<file path="src/design/xsrp_pkg.sv">
// Shared widths, word types, register codes and the reciprocal table of the stripe read planner.
`timescale 1ns / 1ps
package xsrp_pkg;

	localparam int LVL_W    = 4;
	localparam int FIRST_W  = 10;
	localparam int COUNT_W  = 11;
	localparam int PART_W   = 4;
	localparam int STRIPE_W = 10;
	localparam int START_W  = 10;
	localparam int LENGTH_W = 11;
	localparam int SLOT_W   = 11;

	// Block numbers inside a chunk, wide enough for any legal chunk size.
	localparam int DIV_W       = 12;
	localparam int RECIP_W     = 17;
	localparam int RECIP_SHIFT = 16;
	localparam int PROD_W      = DIV_W + RECIP_W;
	localparam int CFG_IDX_W   = 1;

	localparam int DEF_MAX_LEVEL        = 9;
	localparam int DEF_BLOCKS_PER_CHUNK = 1024;

	typedef enum logic [CFG_IDX_W-1:0] {
		REG_STRIPE_LEVEL = 1'b0,
		REG_LOST_PART    = 1'b1
	} cfg_reg_t;

	typedef struct packed {
		logic [FIRST_W-1:0]  request_first;
		logic [COUNT_W-1:0]  request_count;
		logic [PART_W-1:0]   query_part;
		logic [STRIPE_W-1:0] query_stripe;
	} req_word_t;

	typedef struct packed {
		logic                fetch_parity;
		logic [START_W-1:0]  read_start;
		logic [LENGTH_W-1:0] read_length;
		logic                element_read;
		logic [SLOT_W-1:0]   buffer_slot;
		logic                needs_recovery;
		logic                request_error;
	} rsp_word_t;

	typedef struct packed {
		cfg_reg_t        index;
		logic [LVL_W-1:0] data;
	} cfg_word_t;

	// Rounded-up 2^16 / level. For dividends below 2^12 and levels up to 15 the
	// product shifted right by 16 is the exact quotient.
	function automatic logic [RECIP_W-1:0] xsrp_recip(input logic [LVL_W-1:0] lvl);
		logic [RECIP_W-1:0] r;
		case (lvl)
			4'd1:    r = 17'd65536;
			4'd2:    r = 17'd32768;
			4'd3:    r = 17'd21846;
			4'd4:    r = 17'd16384;
			4'd5:    r = 17'd13108;
			4'd6:    r = 17'd10923;
			4'd7:    r = 17'd9363;
			4'd8:    r = 17'd8192;
			4'd9:    r = 17'd7282;
			4'd10:   r = 17'd6554;
			4'd11:   r = 17'd5958;
			4'd12:   r = 17'd5462;
			4'd13:   r = 17'd5042;
			4'd14:   r = 17'd4682;
			4'd15:   r = 17'd4370;
			default: r = '0;
		endcase
		return r;
	endfunction

endpackage

</file>
<file path="src/design/xsrp_ifs.sv">
// Valid/ready channel interfaces for the query, result and configuration words.
`timescale 1ns / 1ps
interface xsrp_req_if import xsrp_pkg::*; ();
	logic      valid;
	logic      ready;
	req_word_t payload;
	modport source (output valid, output payload, input ready);
	modport sink (input valid, input payload, output ready);
endinterface

interface xsrp_rsp_if import xsrp_pkg::*; ();
	logic      valid;
	logic      ready;
	rsp_word_t payload;
	modport source (output valid, output payload, input ready);
	modport sink (input valid, input payload, output ready);
endinterface

interface xsrp_cfg_if import xsrp_pkg::*; ();
	logic      valid;
	logic      ready;
	cfg_word_t payload;
	modport source (output valid, output payload, input ready);
	modport sink (input valid, input payload, output ready);
endinterface

</file>
<file path="src/design/xor_stripe_read_planner.sv">
// Top level of the XOR stripe read planner: a three-stage query pipeline.
`timescale 1ns / 1ps
// The planner answers one query word per clock cycle while rsp takes its
// results. A word accepted on req passes through three pipeline registers on
// its way to the result word on rsp: the first checks the request and
// multiplies the first and last block by a reciprocal of the stripe level,
// the second takes the stripe numbers and part positions out of those
// products, and the third works out the read range, the buffer slot and the
// recovery flag and is the output register. Each stage holds its word while
// the next one is full and stalled, so back pressure on rsp reaches req
// without losing or repeating a word. The stripe level and lost part are
// written through cfg, which is always ready; write them only while no query is in flight.
module xor_stripe_read_planner import xsrp_pkg::*; #(
	parameter int MAX_LEVEL        = DEF_MAX_LEVEL,
	parameter int BLOCKS_PER_CHUNK = DEF_BLOCKS_PER_CHUNK
) (
	input logic       clk,
	input logic       arst_n,
	xsrp_cfg_if.sink  cfg,
	xsrp_req_if.sink  req,
	xsrp_rsp_if.source rsp
);

	// Configuration registers.
	logic [LVL_W-1:0] stripe_level_q;
	logic [LVL_W-1:0] lost_part_q;

	assign cfg.ready = 1'b1;

	always_ff @(posedge clk or negedge arst_n) begin
		if (!arst_n) begin
			stripe_level_q <= '0;
			lost_part_q    <= '0;
		end else if (cfg.valid) begin
			unique case (cfg.payload.index)
				REG_STRIPE_LEVEL: stripe_level_q <= cfg.payload.data;
				REG_LOST_PART:    lost_part_q    <= cfg.payload.data;
			endcase
		end
	end

	// Stage handshake: a stage loads when it is empty or its word moves on.
	logic v_s1, v_s2, v_s3;
	logic en_s1, en_s2, en_s3;

	assign en_s3     = !v_s3 || rsp.ready;
	assign en_s2     = !v_s2 || en_s3;
	assign en_s1     = !v_s1 || en_s2;
	assign req.ready = en_s1;
	assign rsp.valid = v_s3;

	always_ff @(posedge clk or negedge arst_n) begin
		if (!arst_n) begin
			v_s1 <= 1'b0;
			v_s2 <= 1'b0;
			v_s3 <= 1'b0;
		end else begin
			if (en_s1) v_s1 <= req.valid;
			if (en_s2) v_s2 <= v_s1;
			if (en_s3) v_s3 <= v_s2;
		end
	end

	// Stage 1: range check, effective level and lost part, reciprocal products.
	logic [DIV_W-1:0]   first_ext;
	logic [DIV_W-1:0]   blk_sum;
	logic [DIV_W-1:0]   blk_last;
	logic               err_c;
	logic [LVL_W-1:0]   lvl_c;
	logic [LVL_W-1:0]   lost_c;
	logic [RECIP_W-1:0] recip_c;

	always_comb begin
		first_ext = DIV_W'(req.payload.request_first);
		blk_sum   = first_ext + DIV_W'(req.payload.request_count);
		blk_last  = blk_sum - DIV_W'(1);
		err_c     = (req.payload.request_count == '0) ||
			((DIV_W + 1)'(blk_sum) > (DIV_W + 1)'(BLOCKS_PER_CHUNK));
		// A level beyond the supported maximum is clamped to it.
		lvl_c     = (int'(stripe_level_q) > MAX_LEVEL) ? LVL_W'(MAX_LEVEL) : stripe_level_q;
		// A lost part past the level means nothing is missing.
		lost_c    = (lost_part_q > lvl_c) ? '0 : lost_part_q;
		recip_c   = xsrp_recip(lvl_c);
	end

	req_word_t         req_s1;
	logic [LVL_W-1:0]  lvl_s1, lost_s1;
	logic              err_s1, repl_s1;
	logic [DIV_W-1:0]  last_s1;
	logic [PROD_W-1:0] prodf_s1, prodl_s1;

	always_ff @(posedge clk) begin
		if (en_s1) begin
			req_s1   <= req.payload;
			lvl_s1   <= lvl_c;
			lost_s1  <= lost_c;
			err_s1   <= err_c;
			repl_s1  <= (stripe_level_q == '0);
			last_s1  <= blk_last;
			prodf_s1 <= PROD_W'(first_ext) * PROD_W'(recip_c);
			prodl_s1 <= PROD_W'(blk_last) * PROD_W'(recip_c);
		end
	end

	// Stage 2: first and last stripe, part positions inside them.
	logic [DIV_W-1:0]       fs_c, ls_c;
	logic [LVL_W-1:0]       remf_c, reml_c;
	logic [LVL_W:0]         pf_c, pl_c;
	logic                   many_c, frec_c, lrec_c;
	logic [LVL_W:0]         lost_ext_c;

	always_comb begin
		fs_c       = prodf_s1[RECIP_SHIFT +: DIV_W];
		ls_c       = prodl_s1[RECIP_SHIFT +: DIV_W];
		remf_c     = LVL_W'(DIV_W'(req_s1.request_first) -
			DIV_W'(fs_c * DIV_W'(lvl_s1)));
		reml_c     = LVL_W'(last_s1 - DIV_W'(ls_c * DIV_W'(lvl_s1)));
		pf_c       = (LVL_W + 1)'(remf_c) + (LVL_W + 1)'(1);
		pl_c       = (LVL_W + 1)'(reml_c) + (LVL_W + 1)'(1);
		many_c     = ls_c > fs_c;
		lost_ext_c = (LVL_W + 1)'(lost_s1);
		// The lost part must be rebuilt in an edge stripe if it is part of
		// the requested blocks there.
		frec_c     = (lost_s1 != '0) && (lost_ext_c >= pf_c) && (many_c || lost_ext_c <= pl_c);
		lrec_c     = (lost_s1 != '0) && (lost_ext_c <= pl_c) && (many_c || lost_ext_c >= pf_c);
	end

	req_word_t                  req_s2;
	logic [LVL_W-1:0]           lvl_s2, lost_s2;
	logic                       err_s2, repl_s2;
	logic [DIV_W-1:0]           last_s2, fs_s2, ls_s2;
	logic [LVL_W:0]             pf_s2, pl_s2;
	logic                       many_s2, frec_s2, lrec_s2;
	logic [STRIPE_W+LVL_W-1:0]  qlvl_s2;

	always_ff @(posedge clk) begin
		if (en_s2) begin
			req_s2  <= req_s1;
			lvl_s2  <= lvl_s1;
			lost_s2 <= lost_s1;
			err_s2  <= err_s1;
			repl_s2 <= repl_s1;
			last_s2 <= last_s1;
			fs_s2   <= fs_c;
			ls_s2   <= ls_c;
			pf_s2   <= pf_c;
			pl_s2   <= pl_c;
			many_s2 <= many_c;
			frec_s2 <= frec_c;
			lrec_s2 <= lrec_c;
			qlvl_s2 <= (STRIPE_W + LVL_W)'(req_s1.query_stripe) *
				(STRIPE_W + LVL_W)'(lvl_s1);
		end
	end

	// Stage 3: read range of the queried part, slot, recovery flag.
	localparam int SIZE_W = DIV_W + 2;

	logic [DIV_W-1:0]  q_c, first3_c, off_c, hi_c;
	logic [LVL_W:0]    p_c;
	logic              part_ok_c, fneed_c, lneed_c, size_pos_c, in_range_c;
	logic [SIZE_W-1:0] size_c;
	logic [SLOT_W-1:0] slot_c;
	rsp_word_t         rsp_c;

	always_comb begin
		q_c        = DIV_W'(req_s2.query_stripe);
		first3_c   = DIV_W'(req_s2.request_first);
		p_c        = (LVL_W + 1)'(req_s2.query_part);
		part_ok_c  = (req_s2.query_part != '0) && (req_s2.query_part <= lvl_s2);
		fneed_c    = ((p_c >= pf_s2) && (many_s2 || p_c <= pl_s2)) || frec_s2;
		lneed_c    = ((p_c <= pl_s2) && (many_s2 || p_c >= pf_s2)) || lrec_s2;
		// The edge stripes drop out of the range when neither the request nor
		// recovery needs this part there.
		size_c     = SIZE_W'(ls_s2) - SIZE_W'(fs_s2) + SIZE_W'(1) -
			SIZE_W'(!fneed_c) - SIZE_W'(!lneed_c);
		size_pos_c = !size_c[SIZE_W-1] && (size_c != '0);
		off_c      = fs_s2 + DIV_W'(!fneed_c);
		hi_c       = ls_s2 - DIV_W'(!lneed_c);
		in_range_c = (q_c >= off_c) && (q_c <= hi_c);

		// Blocks before the request in its first stripe go after the extras
		// of the last stripe; everything else sits at its block offset.
		if (q_c == fs_s2 && p_c < pf_s2) begin
			slot_c = SLOT_W'(req_s2.request_count) +
				(lrec_s2 ? SLOT_W'(lvl_s2) - SLOT_W'(pl_s2) : '0) +
				SLOT_W'(req_s2.query_part) - SLOT_W'(1);
		end else begin
			slot_c = SLOT_W'(qlvl_s2) + SLOT_W'(req_s2.query_part) - SLOT_W'(1) -
				SLOT_W'(req_s2.request_first);
		end

		rsp_c = '0;
		if (err_s2) begin
			rsp_c.request_error = 1'b1;
		end else if (repl_s2) begin
			// Replica: the request maps straight onto the copy's blocks.
			rsp_c.read_start  = START_W'(req_s2.request_first);
			rsp_c.read_length = LENGTH_W'(req_s2.request_count);
			if (q_c >= first3_c && q_c <= last_s2) begin
				rsp_c.element_read = 1'b1;
				rsp_c.buffer_slot  = SLOT_W'(q_c - first3_c);
			end
		end else begin
			rsp_c.needs_recovery = (lost_s2 != '0) && (q_c >= fs_s2) && (q_c <= ls_s2) &&
				!(q_c == fs_s2 && !frec_s2) && !(q_c == ls_s2 && !lrec_s2);
			if (part_ok_c) begin
				rsp_c.fetch_parity = (req_s2.query_part == lost_s2);
				if (size_pos_c) begin
					rsp_c.read_start  = START_W'(off_c);
					rsp_c.read_length = LENGTH_W'(size_c);
					if (in_range_c) begin
						rsp_c.element_read = 1'b1;
						rsp_c.buffer_slot  = slot_c;
					end
				end
			end
		end
	end

	rsp_word_t rsp_s3;

	always_ff @(posedge clk) begin
		if (en_s3) begin
			rsp_s3 <= rsp_c;
		end
	end

	assign rsp.payload = rsp_s3;

endmodule
</file>
<file path="src/flat_wrapper.sv">
// flat-port wrapper written by rule: the top's interface ports become plain ports
module xor_stripe_read_planner_flat import xsrp_pkg::*;
#(
	parameter int MAX_LEVEL        = DEF_MAX_LEVEL,
	parameter int BLOCKS_PER_CHUNK = DEF_BLOCKS_PER_CHUNK
)
  (clk, arst_n, cfg_valid, cfg_payload, cfg_ready, req_valid, req_payload, req_ready, rsp_valid, rsp_payload, rsp_ready);
  xsrp_cfg_if cfg_i ();
  xsrp_req_if req_i ();
  xsrp_rsp_if rsp_i ();
  input logic clk;
  input logic arst_n;
  input wire logic [$bits(cfg_i.valid)-1:0] cfg_valid;
  input wire logic [$bits(cfg_i.payload)-1:0] cfg_payload;
  output wire logic [$bits(cfg_i.ready)-1:0] cfg_ready;
  input wire logic [$bits(req_i.valid)-1:0] req_valid;
  input wire logic [$bits(req_i.payload)-1:0] req_payload;
  output wire logic [$bits(req_i.ready)-1:0] req_ready;
  output wire logic [$bits(rsp_i.valid)-1:0] rsp_valid;
  output wire logic [$bits(rsp_i.payload)-1:0] rsp_payload;
  input wire logic [$bits(rsp_i.ready)-1:0] rsp_ready;
  assign cfg_i.valid = cfg_valid;
  assign cfg_i.payload = cfg_payload;
  assign cfg_ready = cfg_i.ready;
  assign req_i.valid = req_valid;
  assign req_i.payload = req_payload;
  assign req_ready = req_i.ready;
  assign rsp_valid = rsp_i.valid;
  assign rsp_payload = rsp_i.payload;
  assign rsp_i.ready = rsp_ready;
  xor_stripe_read_planner #(.MAX_LEVEL(MAX_LEVEL), .BLOCKS_PER_CHUNK(BLOCKS_PER_CHUNK)) u_core (.clk(clk), .arst_n(arst_n), .cfg(cfg_i), .req(req_i), .rsp(rsp_i));
endmodule
</file>
<file path="config.mk">
export PLATFORM = sky130hd
export DESIGN_NAME = xor_stripe_read_planner_flat
export DESIGN_NICKNAME = d
export VERILOG_FILES = /design/src/design/xsrp_pkg.sv /design/src/design/xsrp_ifs.sv /design/src/design/xor_stripe_read_planner.sv /design/src/flat_wrapper.sv
export SDC_FILE = /design/constraint.sdc
export NUM_CORES = 1
export LEC_CHECK = 0
export ABC_AREA = 0
export BUFFER_PORTS_ARGS = -buffer_cell sky130_fd_sc_hd__buf_2
export CORE_MARGIN = 4
export CORE_UTILIZATION = 50
export DETAILED_ROUTE_END_ITERATION = 10
export PLACE_DENSITY = 0.65
export SKIP_LAST_GASP = 1
export SYNTH_ARGS = -nofsm -noshare
export SYNTH_HDL_FRONTEND = slang
export SYNTH_SLANG_ARGS = --single-unit
</file>
<file path="constraint.sdc">
create_clock -name clk -period 17.2 [get_ports clk]
set_input_delay 0.86 -clock clk [delete_from_list [all_inputs] [get_ports clk]]
set_output_delay 0.86 -clock clk [all_outputs]
set_load 0.005 [all_outputs]
</file>
==> metrics.cfg <==
[status]
status = finished, final reports clean

[logic_synthesis]
synth_edf_count = 220
synth-main-ff-cell = edfxtp_1
ys_seq_area_share_pct = 25.9
synth_top_area_share_pct = 24.9
async_flop_share_pct = 4.76
yosys_warnings = 0
netlist_instances = 2680
synthDistinctLibCells = 93
synthesis.area_sq_um = 26500
synth_area_leaders = edfxtp_1, fa_1, ha_1
synth_nets = 3357
synth_top_area_cell = edfxtp_1
synth_seq_cells = 231
avgSynthCellArea_sq_um = 9.91

[sta]
hold_viol = 0
tns_ns = 0
timing.final.crit_period_ns = 9.10
clock.fmax_ghz = 0.110
slew_headroom_pct = 16.7
rsz0062_at_grt = false
finalClockSkew_ns = 0.0146
post-route-period-util_pct = 52.9
setup_violations = 0
drv_slew = 0
fin_hold_ws_ns = 0.213
worstMarginPinSlew_ns = 1.25

[finish]
stdcell_count = 3447
multi_input_area_sq_um = 17500
final_cell_area_sq_um = 28600
final_net_count = 3417
fill_cells = 4691
regArea_sq_um = 6880
syn_to_final_growth_pct = 7.70
drive_above_1_share_pct = 7.51

[drt]
wl_per_cell_um = 20.1
drt_wl_total_mm = 69.4
dr.pass1.iters = 6
viasPerCell = 5.53
drc = 0
vias = 19100
drt_iter0_drc = 1047
postRouteAntennaNets = 0

[floorplanning]
row_count = 84
die_x_um = 238
io_pins = 84
dieArea_sq_um = 56800
initial_core_util_pct = 50.5
core_area_sq_um = 52600
die_h_um = 238

[min_path]
min_path_type = primary input to asynchronous set/reset pin

[job]
cap_viol_max_count = 0

[critical_path]
startpoint = req_payload[25]
cp.arrival_ns = 9.37
start_kind = primary input
r2r-start = u_core.stripe_level_q[3]
path_class = primary input to flip-flop
cp-end-kind = flip-flop
cp_max_fo = 18
critical_path_required_ns = 17.47

[cts]
cts_tree = built
htreeDepth = 1
clkTransAtPathRegs_ns = 0.06
ctsHoldBuffers = 0
cts-root-buf = clkbuf_16
ctsResizeCount = 0
post_cts_buffers = 0
insertion_delay_ns = 0.54
cts_buffer_depth = 3
cts.sinks = 231
numCtsBuffers = 24

[place]
portBuffers = 82
place_inst = 3402
dpl_cell_area_sq_um = 27700
routabilityCongestion = 0.926
place_hpwl_mm = 54.9

[grt]
grt_usage_pct = 25.0
grt-ovfl-total = 0
grt_pass1_vias = 20600
antenna_found_initial = 2
grt_first_pass_wirelength_mm = 111
grt_max_degree = 78

[per-layer routing]
layer	GRT usage [%]	wire [um]	vias to the layer above
met2	44.3	34700	511
met4	8.55	2600	2
met3	2.33	3230	146
met1	32.2	28900	9506
met5	0	7	-
li1	-	-	8899
[area by class of cell]
| class | instances | area share, % |
|---|---|---|
| clock buffer | 29 | 2.31 |
| antenna | 1 | 0.00875 |
| sequential | 231 | 24.1 |
| multi-input combinational | 1886 | 61.3 |
| timing repair buffer | 106 | 2.07 |
| clock inverter | 15 | 0.762 |
| inverter | 491 | 6.45 |
| tap | 688 | 3.01 |
[synthesized netlist by cell type (4+ instances only)]
master,instances
a211o_1,5
a211oi_1,11
a21o_1,39
a21oi_1,86
a22o_1,11
a22oi_1,10
a31oi_1,5
a32o_1,11
and2_1,91
and3_1,29
and4_1,5
buf_2,5
clkbuf_1,60
dfrtp_1,11
edfxtp_1,220
fa_1,300
ha_1,332
inv_1,487
mux2_2,7
nand2_1,324
nand2b_1,22
nand3_1,20
nand4_1,14
nor2_1,129
nor2_2,20
nor2b_1,31
nor3_1,29
nor4_1,10
o2111ai_1,4
o211ai_1,4
o21a_1,27
o21ai_0,61
o21bai_1,14
o31a_1,5
or2_2,6
or3_1,10
or4_1,4
xnor2_1,99
xor2_1,37
[worst max-delay path: stages]
cell,delay [ns]
buf_2,0.26
ha_1,0.31
fa_1,0.50
a211oi_4,0.31
o21ai_0,0.14
a311oi_2,0.42
nand3_2,0.15
or2_4,0.32
nor4_4,0.18
xor2_2,0.81
inv_2,0.21
nand2_1,0.16
fa_1,0.49
fa_1,0.53
fa_1,0.46
fa_1,0.50
fa_1,0.55
inv_1,0.04
ha_1,0.30
a21o_1,0.16
a221o_1,0.31
a21oi_1,0.15
o21ai_1,0.15
nand3_1,0.17
a31oi_1,0.15
and4_1,0.24
a2111oi_2,0.36
xnor2_1,0.14
[sequential cells by signal (all words and copies together), names as in the netlist, 4 cells and up]
name and cells:
u_core.prodl_s1 12, u_core.last_s1 12, u_core.lost_s1 4, u_core.qlvl_s2 11
u_core.lvl_s2 4, u_core.ls_s2 12, u_core.last_s2 12, u_core.req_s1 35
u_core.pl_s2 5, u_core.req_s2 11, u_core.first3_c 10, u_core.stripe_level_q 4
u_core.q_c 10, u_core.lost_part_q 4, u_core.prodf_s1 11, u_core.lost_s2 4
u_core.lvl_s1 4, u_core.p_c 4, u_core.pf_s2 5, u_core.rsp.payload 36
u_core.fs_s2 11
[per-stage QoR]
stage,util (%),setup slack (ns)
6_report,54.4,8.10
5_1_grt,54.4,7.57
4_1_cts,54.4,8.13
3_5_place_dp,52.7,7.57
3_3_place_gp,52.7,7.74
2_1_floorplan,-,9.05
[cells in the final DEF, fill, tap and decap left out, types with 37 or more instances in the layout]
cell type,n
xor2_1,37
and2_1,91
buf_2,82
xnor2_1,98
edfxtp_1,220
o21ai_0,61
inv_1,487
nor2_1,129
nand2_1,324
ha_1,332
fa_1,300
a21oi_1,86
a21o_1,39
[cells by family after synthesis]
kind of cell    count (synthesis)  share of synthesized area [%]
other cells                     1                         0.0141
flops                         231                           25.9
mux                             9                          0.372
xor+xnor                      137                           4.55
compound gates                339                           8.81
simple gates                  768                           14.0
fa+ha+maj                     632                           38.3
buf+inv                       563                           8.08
[worst paths after layout]
path	endpoint	slack, ns	cells past startpoint
worst max-delay path	u_core.prodl_s1[27]	8.10	28
worst min-delay path	u_core.stripe_level_q[0]	0.21	1
worst max register to register	u_core.prodl_s1[27]	8.17	24
worst min register to register	u_core.req_s2[15]	0.42	0
max in group asynchronous	u_core.rsp.valid	16.75	1
min in group clk	u_core.req_s2[15]	0.42	0
Power is not shown: default switching activity piles up to over one toggle a cycle in this logic, so the estimate is an artifact.
